File: config.mk
export PLATFORM = sky130hd
export DESIGN_NAME = accel_activity_classifier_core
export DESIGN_NICKNAME = d
export VERILOG_FILES = /design/src/rtl/aac_pkg.sv /design/src/rtl/aac_win_cell.sv /design/src/rtl/aac_isqrt.sv /design/src/rtl/accel_activity_classifier_core.sv
export SDC_FILE = /design/constraint.sdc
export NUM_CORES = 2
export LEC_CHECK = 0
export BUFFER_PORTS_ARGS = -buffer_cell sky130_fd_sc_hd__buf_2
export CAP_MARGIN = 20
export CORE_UTILIZATION = 45
export CTS_CLUSTER_DIAMETER = 60
export CTS_CLUSTER_SIZE = 14
export DETAILED_ROUTE_END_ITERATION = 10
export SLEW_MARGIN = 20
export SYNTH_ARGS = -nofsm -noshare
export SYNTH_HDL_FRONTEND = slang
export SYNTH_HIERARCHICAL = 1
export SYNTH_SLANG_ARGS = --single-unit
File: constraint.sdc
create_clock -name clk -period 7.5 [get_ports clk]
set_input_delay 0.375 -clock clk [delete_from_list [all_inputs] [get_ports clk]]
set_output_delay 0.375 -clock clk [all_outputs]
set_load 0.005 [all_outputs]
File: src/rtl/aac_pkg.sv
// ----------------------------------------------------------------------------
// aac_pkg
// shared widths, register codes, reset values and types of the classifier
// ----------------------------------------------------------------------------
package aac_pkg;

    localparam int unsigned WINDOW_DEFAULT = 10;

    localparam int unsigned AXIS_W       = 16;
    localparam int unsigned NET_W        = 16;
    localparam int unsigned ONE_G_W      = 15;
    localparam int unsigned LIMIT_W      = 16;
    localparam int unsigned ACT_W        = 2;
    localparam int unsigned SQ_W         = 32;
    localparam int unsigned ROOT_W       = 16;
    localparam int unsigned ROOT_STEPS   = 16;
    localparam int unsigned STEP_CNT_W   = 4;

    localparam int unsigned IN_TDATA_W   = 48;
    localparam int unsigned OUT_FIELDS_W = ACT_W + NET_W;
    localparam int unsigned OUT_TDATA_W  = 24;

    localparam int unsigned CFG_IDX_W    = 2;
    localparam int unsigned CFG_DATA_W   = 16;

    // register indexes
    localparam logic [CFG_IDX_W-1:0] REG_ONE_G = 2'd0;
    localparam logic [CFG_IDX_W-1:0] REG_REST  = 2'd1;
    localparam logic [CFG_IDX_W-1:0] REG_WALK  = 2'd2;

    // register reset values
    localparam logic [ONE_G_W-1:0] ONE_G_RESET = 15'd8192;
    localparam logic [LIMIT_W-1:0] REST_RESET  = 16'd819;
    localparam logic [LIMIT_W-1:0] WALK_RESET  = 16'd4096;

    // activity codes
    localparam logic [ACT_W-1:0] ACT_RESTING = 2'd0;
    localparam logic [ACT_W-1:0] ACT_WALKING = 2'd1;
    localparam logic [ACT_W-1:0] ACT_RUNNING = 2'd2;

    // square root unit status toward the sequencer
    typedef struct packed {
        logic busy;
        logic done;
    } isqrt_status_t;

endpackage

File: src/rtl/aac_win_cell.sv
// ----------------------------------------------------------------------------
// aac_win_cell
// one entry of the net level window, hands its value to the next cell
// ----------------------------------------------------------------------------
module aac_win_cell (
    input  logic                       clk,
    input  logic                       rst_n,
    input  logic                       shift,
    input  logic [aac_pkg::NET_W-1:0]  din,
    output logic [aac_pkg::NET_W-1:0]  dout
);

    logic [aac_pkg::NET_W-1:0] value_reg;

    always_ff @(posedge clk or negedge rst_n)
    begin
        if (!rst_n)
        begin
            value_reg <= '0;
        end
        else if (shift)
        begin
            value_reg <= din;
        end
    end

    assign dout = value_reg;

endmodule

File: src/rtl/aac_isqrt.sv
// ----------------------------------------------------------------------------
// aac_isqrt
// floored square root of a 32-bit value, one result bit per cycle
// ----------------------------------------------------------------------------
module aac_isqrt (
    input  logic                        clk,
    input  logic                        rst_n,
    input  logic                        start,
    input  logic [aac_pkg::SQ_W-1:0]    radicand,
    output aac_pkg::isqrt_status_t      status,
    output logic [aac_pkg::ROOT_W-1:0]  root
);

    logic [aac_pkg::SQ_W-1:0]       rem_reg;
    logic [aac_pkg::SQ_W-1:0]       res_reg;
    logic [aac_pkg::SQ_W-1:0]       bit_reg;
    logic [aac_pkg::STEP_CNT_W-1:0] cnt_reg;
    logic                           busy_reg;
    logic                           done_reg;
    logic [aac_pkg::SQ_W-1:0]       trial;
    logic                           fits;

    assign trial = res_reg + bit_reg;
    assign fits  = (rem_reg >= trial);

    always_ff @(posedge clk or negedge rst_n)
    begin
        if (!rst_n)
        begin
            busy_reg <= 1'b0;
            done_reg <= 1'b0;
            cnt_reg  <= '0;
        end
        else
        begin
            done_reg <= 1'b0;
            if (start)
            begin
                busy_reg <= 1'b1;
                cnt_reg  <= aac_pkg::STEP_CNT_W'(aac_pkg::ROOT_STEPS - 1);
            end
            else if (busy_reg)
            begin
                cnt_reg <= cnt_reg - 1'b1;
                if (cnt_reg == '0)
                begin
                    busy_reg <= 1'b0;
                    done_reg <= 1'b1;
                end
            end
        end
    end

    // datapath, top pair of bits first
    always_ff @(posedge clk)
    begin
        if (start)
        begin
            rem_reg <= radicand;
            res_reg <= '0;
            bit_reg <= aac_pkg::SQ_W'(1) << (aac_pkg::SQ_W - 2);
        end
        else if (busy_reg)
        begin
            if (fits)
            begin
                rem_reg <= rem_reg - trial;
                res_reg <= (res_reg >> 1) + bit_reg;
            end
            else
            begin
                res_reg <= res_reg >> 1;
            end
            bit_reg <= bit_reg >> 2;
        end
    end

    assign status.busy = busy_reg;
    assign status.done = done_reg;
    assign root        = res_reg[aac_pkg::ROOT_W-1:0];

endmodule

File: src/rtl/accel_activity_classifier_core.sv
// ----------------------------------------------------------------------------
// accel_activity_classifier_core
// a request passes through square (one axis at a time), root, net, window
//   update and classify; no new request is taken until the result is loaded
// the bit-serial square root, one result bit per cycle, sets most of the pace
// reset: registers to defaults, window cells and running total to zero
// ----------------------------------------------------------------------------
module accel_activity_classifier_core #(
    parameter int unsigned WINDOW = aac_pkg::WINDOW_DEFAULT
) (
    input  logic                              clk,
    input  logic                              rst_n,
    // input samples
    input  logic                              s_tvalid,
    output logic                              s_tready,
    input  logic [aac_pkg::IN_TDATA_W-1:0]    s_tdata,   // accel_x, accel_y, accel_z
    // results
    output logic                              m_tvalid,
    input  logic                              m_tready,
    output logic [aac_pkg::OUT_TDATA_W-1:0]   m_tdata,   // activity, net_level, zero pad
    // register writes
    input  logic                              cfg_valid,
    output logic                              cfg_ready,
    input  logic [aac_pkg::CFG_IDX_W-1:0]     cfg_index,
    input  logic [aac_pkg::CFG_DATA_W-1:0]    cfg_data
);

    // running total never wraps: WINDOW * 65535 < 2^TOTAL_W
    localparam int unsigned TOTAL_W = aac_pkg::NET_W + $clog2(WINDOW);

    // one-hot sequencer
    typedef enum logic [4:0] {
        ST_IDLE     = 5'b00001,
        ST_SQUARE   = 5'b00010,
        ST_ROOT     = 5'b00100,
        ST_UPDATE   = 5'b01000,
        ST_CLASSIFY = 5'b10000
    } state_t;

    state_t state_reg, state_next;

    // configuration registers
    logic [aac_pkg::ONE_G_W-1:0] one_g_reg;
    logic [aac_pkg::LIMIT_W-1:0] rest_limit_reg;
    logic [aac_pkg::LIMIT_W-1:0] walk_limit_reg;

    // sample and arithmetic
    logic signed [aac_pkg::AXIS_W-1:0] ax_reg, ay_reg, az_reg;
    logic signed [aac_pkg::AXIS_W-1:0] axis_sel;
    logic signed [aac_pkg::SQ_W-1:0]   axis_sq;
    logic [1:0]                        axis_cnt_reg;
    logic [aac_pkg::SQ_W-1:0]          sum_reg, sum_next;
    logic                              sq_last;

    // square root unit
    aac_pkg::isqrt_status_t            sqrt_status;
    logic [aac_pkg::ROOT_W-1:0]        root;
    logic                              sqrt_start;

    // window
    logic [aac_pkg::NET_W-1:0]         net_reg;
    logic [aac_pkg::NET_W-1:0]         net_next;
    logic [aac_pkg::NET_W-1:0]         cell_data [WINDOW];
    logic                              win_shift;
    logic [TOTAL_W-1:0]                total_reg;

    // classification
    logic [TOTAL_W-1:0]                rest_scaled, walk_scaled;
    logic [aac_pkg::ACT_W-1:0]         act;

    // output register
    logic                              out_valid_reg;
    logic [aac_pkg::ACT_W-1:0]         out_act_reg;
    logic [aac_pkg::NET_W-1:0]         out_net_reg;
    logic                              out_load;

    assign cfg_ready = 1'b1;
    assign s_tready  = (state_reg == ST_IDLE);

    // register writes, unknown index dropped
    always_ff @(posedge clk or negedge rst_n)
    begin
        if (!rst_n)
        begin
            one_g_reg      <= aac_pkg::ONE_G_RESET;
            rest_limit_reg <= aac_pkg::REST_RESET;
            walk_limit_reg <= aac_pkg::WALK_RESET;
        end
        else if (cfg_valid)
        begin
            case (cfg_index)
                aac_pkg::REG_ONE_G: one_g_reg      <= cfg_data[aac_pkg::ONE_G_W-1:0];
                aac_pkg::REG_REST:  rest_limit_reg <= cfg_data;
                aac_pkg::REG_WALK:  walk_limit_reg <= cfg_data;
                default:            ;
            endcase
        end
    end

    // one axis squared per cycle, shared multiplier
    always_comb
    begin
        unique case (axis_cnt_reg)
            2'd0:    axis_sel = ax_reg;
            2'd1:    axis_sel = ay_reg;
            default: axis_sel = az_reg;
        endcase
    end

    assign axis_sq    = aac_pkg::SQ_W'(axis_sel) * aac_pkg::SQ_W'(axis_sel);
    assign sum_next   = sum_reg + aac_pkg::SQ_W'(unsigned'(axis_sq));
    assign sq_last    = (state_reg == ST_SQUARE) && (axis_cnt_reg == 2'd2);
    assign sqrt_start = sq_last;

    aac_isqrt u_isqrt (
        .clk      (clk),
        .rst_n    (rst_n),
        .start    (sqrt_start),
        .radicand (sum_next),
        .status   (sqrt_status),
        .root     (root)
    );

    // distance of the magnitude from one g
    always_comb
    begin
        if (root >= {1'b0, one_g_reg})
        begin
            net_next = root - {1'b0, one_g_reg};
        end
        else
        begin
            net_next = {1'b0, one_g_reg} - root;
        end
    end

    // window cells, newest in cell 0, oldest falls out of the last cell
    assign win_shift = (state_reg == ST_UPDATE);

    for (genvar i = 0; i < WINDOW; i++)
    begin : g_cell
        if (i == 0)
        begin : g_head
            aac_win_cell u_cell (
                .clk   (clk),
                .rst_n (rst_n),
                .shift (win_shift),
                .din   (net_reg),
                .dout  (cell_data[i])
            );
        end
        else
        begin : g_body
            aac_win_cell u_cell (
                .clk   (clk),
                .rst_n (rst_n),
                .shift (win_shift),
                .din   (cell_data[i-1]),
                .dout  (cell_data[i])
            );
        end
    end

    // compare total against limit times window, resting tested first
    assign rest_scaled = TOTAL_W'(rest_limit_reg) * TOTAL_W'(WINDOW);
    assign walk_scaled = TOTAL_W'(walk_limit_reg) * TOTAL_W'(WINDOW);

    always_comb
    begin
        priority if (total_reg < rest_scaled)
        begin
            act = aac_pkg::ACT_RESTING;
        end
        else if (total_reg < walk_scaled)
        begin
            act = aac_pkg::ACT_WALKING;
        end
        else
        begin
            act = aac_pkg::ACT_RUNNING;
        end
    end

    assign out_load = (state_reg == ST_CLASSIFY) && (!out_valid_reg || m_tready);

    // sequencer
    always_comb
    begin
        state_next = state_reg;
        unique case (state_reg)
            ST_IDLE:
            begin
                if (s_tvalid)
                begin
                    state_next = ST_SQUARE;
                end
            end
            ST_SQUARE:
            begin
                if (sq_last)
                begin
                    state_next = ST_ROOT;
                end
            end
            ST_ROOT:
            begin
                if (sqrt_status.done)
                begin
                    state_next = ST_UPDATE;
                end
            end
            ST_UPDATE:
            begin
                state_next = ST_CLASSIFY;
            end
            ST_CLASSIFY:
            begin
                if (out_load)
                begin
                    state_next = ST_IDLE;
                end
            end
            default:
            begin
                state_next = ST_IDLE;
            end
        endcase
    end

    always_ff @(posedge clk or negedge rst_n)
    begin
        if (!rst_n)
        begin
            state_reg     <= ST_IDLE;
            axis_cnt_reg  <= '0;
            total_reg     <= '0;
            out_valid_reg <= 1'b0;
        end
        else
        begin
            state_reg <= state_next;
            if (state_reg == ST_IDLE)
            begin
                axis_cnt_reg <= '0;
            end
            else if (state_reg == ST_SQUARE)
            begin
                axis_cnt_reg <= axis_cnt_reg + 1'b1;
            end
            // drop the oldest entry, add the newest
            if (win_shift)
            begin
                total_reg <= total_reg - TOTAL_W'(cell_data[WINDOW-1]) + TOTAL_W'(net_reg);
            end
            if (out_load)
            begin
                out_valid_reg <= 1'b1;
            end
            else if (m_tready)
            begin
                out_valid_reg <= 1'b0;
            end
        end
    end

    // payload registers
    always_ff @(posedge clk)
    begin
        if (s_tvalid && s_tready)
        begin
            ax_reg <= s_tdata[aac_pkg::AXIS_W-1:0];
            ay_reg <= s_tdata[2*aac_pkg::AXIS_W-1:aac_pkg::AXIS_W];
            az_reg <= s_tdata[3*aac_pkg::AXIS_W-1:2*aac_pkg::AXIS_W];
        end
        if (state_reg == ST_IDLE)
        begin
            sum_reg <= '0;
        end
        else if (state_reg == ST_SQUARE)
        begin
            sum_reg <= sum_next;
        end
        if ((state_reg == ST_ROOT) && sqrt_status.done)
        begin
            net_reg <= net_next;
        end
        if (out_load)
        begin
            out_act_reg <= act;
            out_net_reg <= net_reg;
        end
    end

    assign m_tvalid = out_valid_reg;
    assign m_tdata  = {(aac_pkg::OUT_TDATA_W - aac_pkg::OUT_FIELDS_W)'(0),
                       out_net_reg, out_act_reg};

endmodule

### After elaboration in Yosys (flattened, before gate mapping)

Cells that the tools add are included.

| word-level totals | value |
|---|---|
| register bits | 435 |
| output and inout port bits | 27 |
| word-level logic and storage cells | 102 |
| input port bits | 71 |

| operators by class | value |
|---|---|
| reduce and logical (&&, ||, !) cells | 18 |
| mux-type cells | 24 |
| $add $sub $neg | 10 |
| multiply operators | 3 |
| equal/unequal tests | 13 |
| $lt $le $gt $ge | 4 |

Operators by type and width:

| operator | count |
|---|---|
| 32-bit two-way mux | 4 |
| 20-bit < comparator | 2 |
| 16-bit by 3-bit multiplier with 19-bit output (second input constant) | 2 |
| 31-bit by 31-bit adder with 32-bit output | 1 |
| 32-bit by 31-bit adder with 32-bit output | 1 |
| 32-bit adder | 1 |
| 32-bit greater-or-equal comparator | 1 |
| 16-bit by 16-bit multiplier with 32-bit output | 1 |
| 16-bit one-hot mux with 2 select lines | 1 |
| 32-bit subtractor | 1 |
| 5-bit one-hot mux with 5 select lines | 1 |
| 20-bit by 16-bit adder with 20-bit output | 1 |
| 5-bit two-way mux | 4 |
| 20-bit by 16-bit subtractor with 20-bit output | 1 |
| 16-bit by 15-bit greater-or-equal comparator with 1-bit output | 1 |
| 16-bit two-way mux | 1 |
| 15-bit by 16-bit subtractor with 16-bit output | 1 |
| 16-bit by 15-bit subtractor with 16-bit output | 1 |
| 1-bit two-way mux | 8 |
| 4-bit two-way mux | 2 |
| 2-bit AND reduction | 4 |
| 2-bit nonzero test | 4 |
| 2-bit two-way mux | 3 |
| 2-bit != test (second input constant) | 3 |
| 16 further kinds | 22 |

### Depth between registers and ports, before layout

| logic depth | value |
|---|---|
| depth in word-level cells | 5 |
| depth in mapped cells | 34 |
| depth with buffers taken out | 31 |

### Hierarchy

Netlist, hierarchy kept.

By module, submodules not included:

| module | seq. area each (um^2) | area each (um^2) | cells each | times used |
|---|---|---|---|---|
| accel_activity_classifier_core | 4991.0 | 21529.4 | 2192 | 1 |
| aac_isqrt | 2072.0 | 7482.2 | 900 | 1 |
| aac_win_cell | 400.4 | 649.4 | 34 | 10 |

### Worst setup path before layout

OpenSTA, ideal clock, no wires.

| timing path | value |
|---|---|
| path kind | register to register |
| from | reg axis_cnt_reg[0] |
| to | reg u_isqrt/rem_reg[27] (netlist bit), data pin |
| clock period less this slack | 7660 ps |
| slack | -160 ps |
| cell stages (with the launch flop) | 34 |
| arrival | 7405 ps |
| setup time | 255 ps |
| path buffers | 4 |
| data required time | 7245 ps |
| cell sequence | dfrtp_1 > inv_1 > ha_1 > clkbuf_1 > clkbuf_1 > a22o_1 > a21oi_1 > inv_1 > clkbuf_1 > nand2_1 > inv_1 > fa_1 > inv_1 > fa_1 > inv_1 > fa_1 > inv_1 > fa_1 > inv_1 > fa_1 > inv_1 > fa_1 > inv_1 > ha_1 > clkbuf_1 > a41oi_1 > a21boi_0 > a311o_1 > a31oi_1 > o41ai_2 > a21oi_1 > xnor2_1 > and2_1 > a31o_1 |

| on the way | value |
|---|---|
| cells in the longest elaborated chain, start to end | 5 |
| elaborated cells between the ends (all ways) | 8 |
| those cells by class | 1 x add/sub; 1 x mul; 2 x eq/ne; 2 x mux; 2 x reduce/logical |

RTL lines:

| item | RTL line | source |
|---|---|---|
| from (decl) | accel_activity_classifier_core.sv:51 | `logic [1:0] axis_cnt_reg;` |
| from (signal assigned) | accel_activity_classifier_core.sv:248 | `axis_cnt_reg <= axis_cnt_reg + 1'b1;` |
| 2-bit by 1-bit == test with 1-bit output or 2-bit logical NOT (tied branches) | accel_activity_classifier_core.sv:103 | `unique case (axis_cnt_reg)` |
| 16-bit one-hot mux with 2 select lines (*) | accel_activity_classifier_core.sv:103 |  |
| 16-bit by 16-bit multiplier with 32-bit output (*) | accel_activity_classifier_core.sv:110 | `assign axis_sq = aac_pkg::SQ_W'(axis_sel) * aac_pkg::SQ_W'(axis_sel);` |
| 32-bit adder (*) | accel_activity_classifier_core.sv:111 | `assign sum_next = sum_reg + aac_pkg::SQ_W'(unsigned'(axis_sq));` |
| via sum_next (one bit) | accel_activity_classifier_core.sv:52 | `logic [aac_pkg::SQ_W-1:0] sum_reg, sum_next;` |
| 32-bit two-way mux (*) | aac_isqrt.sv:57 | `if (start)` |
| to (signal assigned) | aac_isqrt.sv:59 | `rem_reg <= radicand;` |
| to (signal assigned) | aac_isqrt.sv:67 | `rem_reg <= rem_reg - trial;` |
| to (decl) | aac_isqrt.sv:14 | `logic [aac_pkg::SQ_W-1:0] rem_reg;` |

The timed path passes the listed nets; every way through them passes the cells marked *.
A chain may end at the register's enable or synchronous reset.

### Worst setup path after layout

| timing path | value |
|---|---|
| from | reg axis_cnt_reg[0] |
| to | reg u_isqrt/rem_reg[24] (netlist bit), data pin |

Same word-level chain as after synthesis.

==> qor.csv <==
stage;metric;value;unit
worst_setup_path;slowest stage cell on the critical path;fa_1;
worst_setup_path;CP dominant cell by count;fa_1;
routing;ANT nets after route;0;
sta;final worst path period need;7.217;ns
clock_network;TritonCTS Buffers;50;
worst_setup_path;Setup crit end;u_isqrt/rem_reg[24]$_DFFE_PP_;
grt;GRT Resource Usage Total;20.49;%
layout;Layout Nets;4247;
layout;area of the multi-input gates;0.02174;mm2
worst_setup_path;Reg2Reg Depth;27;
layout;ratio of cells with drive above 1 in the final layout;14.50;%
worst_setup_path;R2R setup slack;0.28;ns
clock_network;H-tree depth;2;
synthesis;Post-Synthesis Cells;3431;
layout;commonest non-fill, non-tap cell in the layout;inv_1;
min_path;Tightest Hold Check Type;in -> reg;
synthesis;Cell Area, Synth;0.03550;mm2
grt;first-pass GRT wire length;130800;um
worst_setup_path;CP startpoint;axis_cnt_reg[0]$_DFFE_PN0N_;
sta;period utilization;96.23;%
place;detailed placer's ending HPWL;60370;um
sta;Final Slew Violations;0;
die;row cnt;102;
clock_network;CTS tree;built;
synthesis;syn_area_per_cell;10.35;um2
routing;routed len/inst;16.90;um
outcome;status;complete, no violations;
worst_setup_path;Crit Path Max Fanout;10;
clock_network;clock latency on the worst-skew pair;0.60;ns
sta;Fin. Hold Viols;0;
routing;Routed WL;78650;um
worst_setup_path;Crit. End Element;flip-flop;
worst_setup_path;Setup crit start kind;flip-flop;
clock_network;clk root buf;clkbuf_16;
min_path;Hold Path Stages;3;
layout;max reg flops;144;
clock_network;clock sink count;435;
sta;setup violators final;0;
worst_setup_path;RR Startpoint;axis_cnt_reg[0]$_DFFE_PN0N_;
run;Max-Cap Viols;0;
die;Die Area;0.08001;mm2
layout;count of filler cells inserted in the layout;7119;
layout;most frequent cells in the layout;497 x inv_1, 317 x ha_1, 283 x fa_1;
worst_setup_path;Worst Path Buf+Inv;6;
routing;Via density;5.266;
layout;post-route insts no fill;4654;
grt;grt ovf;0;
place;IO Port Bufs;90;
routing;Vias;24507;
worst_setup_path;CP top delay family;adder cells;
sta;max_slew headroom;26.74;%
routing;Initial DRC Count;1364;
die;Die Width;282.9;um
worst_setup_path;kind of critical path;reg -> reg;
die;initial core utilization;45.67;%
sta;Min Hold Slack;0.03422;ns
worst_setup_path;Worst Path Arrival;7.57;ns
clock_network;Clk pin slew, worst setup/hold paths;0.06;ns
routing;DRC errors left;0;
place;gpl congestion;0.8502;
clock_network;CTS Buffer Depth;3;
grt;initial antenna violation count;0;
sta;Worst Tran Pin Value;1.099;ns
grt;pin count of the biggest net entering global routing;147;
worst_setup_path;Critical R2R Capture;u_isqrt/rem_reg[24]$_DFFE_PP_;
sta;Peak Freq;138.6;MHz
layout;area growth from synthesis to layout;10.40;%
die;die height;282.9;um
die;# IOs;98;
grt;vias in the first global route;25370;
die;core area;0.07772;mm2
worst_setup_path;CP required;7.85;ns
sta;clock skew;0.02473;ns
layout;register area;0.01107;mm2
worst_setup_path;peak per-stage delay on the critical path;0.57;ns
worst_setup_path;Worst path depth;27;
place;placed instance count;4500;
routing;drt pass-1 iters;5;
synthesis;Synth warnings;6;
-- through the flow --
step	cell area [um2]	TNS, ns	setup slack (ns)	util [%]
finish	39190	0	0.2831	50.43
floorplan	35520	0	0.03160	-
global route	39190	-0.02770	-0.02140	50.42
CTS	39030	0	0.02724	50.21
global placement	36930	0	0.1668	47.52
detailed placement	36930	0	0.06766	47.52
-- worst min path at each step --
stage	to	slack [ns]	start
after detailed placement	g_cell[6].g_body.u_cell/dout[7]$_DFFE_PN0P_	0.45	rst_n
after floorplan	axis_cnt_reg[0]$_DFFE_PN0N_	0.08	rst_n
after CTS	state_reg[0]$_DFFE_PN1P_	0.003	s_tvalid
final	state_reg[0]$_DFFE_PN1P_	0.03	s_tvalid
after global placement	sum_reg[0]$_SDFFE_PP0P_	0.45	sum_reg[0]$_SDFFE_PP0P_
after global routing	state_reg[0]$_DFFE_PN1P_	0.02	s_tvalid
-- repair_timing --
| item | CTS | global route |
|---|---|---|
| endpoints found under the setup margin | 0 | 31 |
| endpoints found under the hold margin | 142 | 0 |
| gates resized for setup | 0 | 24 |
| hold buffers | 49 | 0 |
| setup buffers | 0 | 12 |
-- worst min-delay path, stage by stage --
cell and delay (ns):
buf_2 0.09, nand2b_1 0.09, o21ai_0 0.07
-- layer usage --
metal,routed length (um),vias to the layer above,track usage [%]
met2,39530,423,36.44
met4,1452,0,4.366
li1,-,11922,-
met1,34750,12065,26.67
met5,0,-,0
met3,2912,97,2.371
-- layout make-up --
class / count / area share, %
sequential: 435 / 28.24
antenna: 1 / 0.006385
multi-input combinational: 2361 / 55.47
timing repair buffer: 216 / 3.965
clock inverter: 27 / 0.7056
tap: 1040 / 3.320
inverter: 509 / 4.904
clock buffer: 65 / 3.387
Power is left out: the tool's default activity adds up to more than one toggle a clock period on the data nets, which glitch-free logic cannot reach.
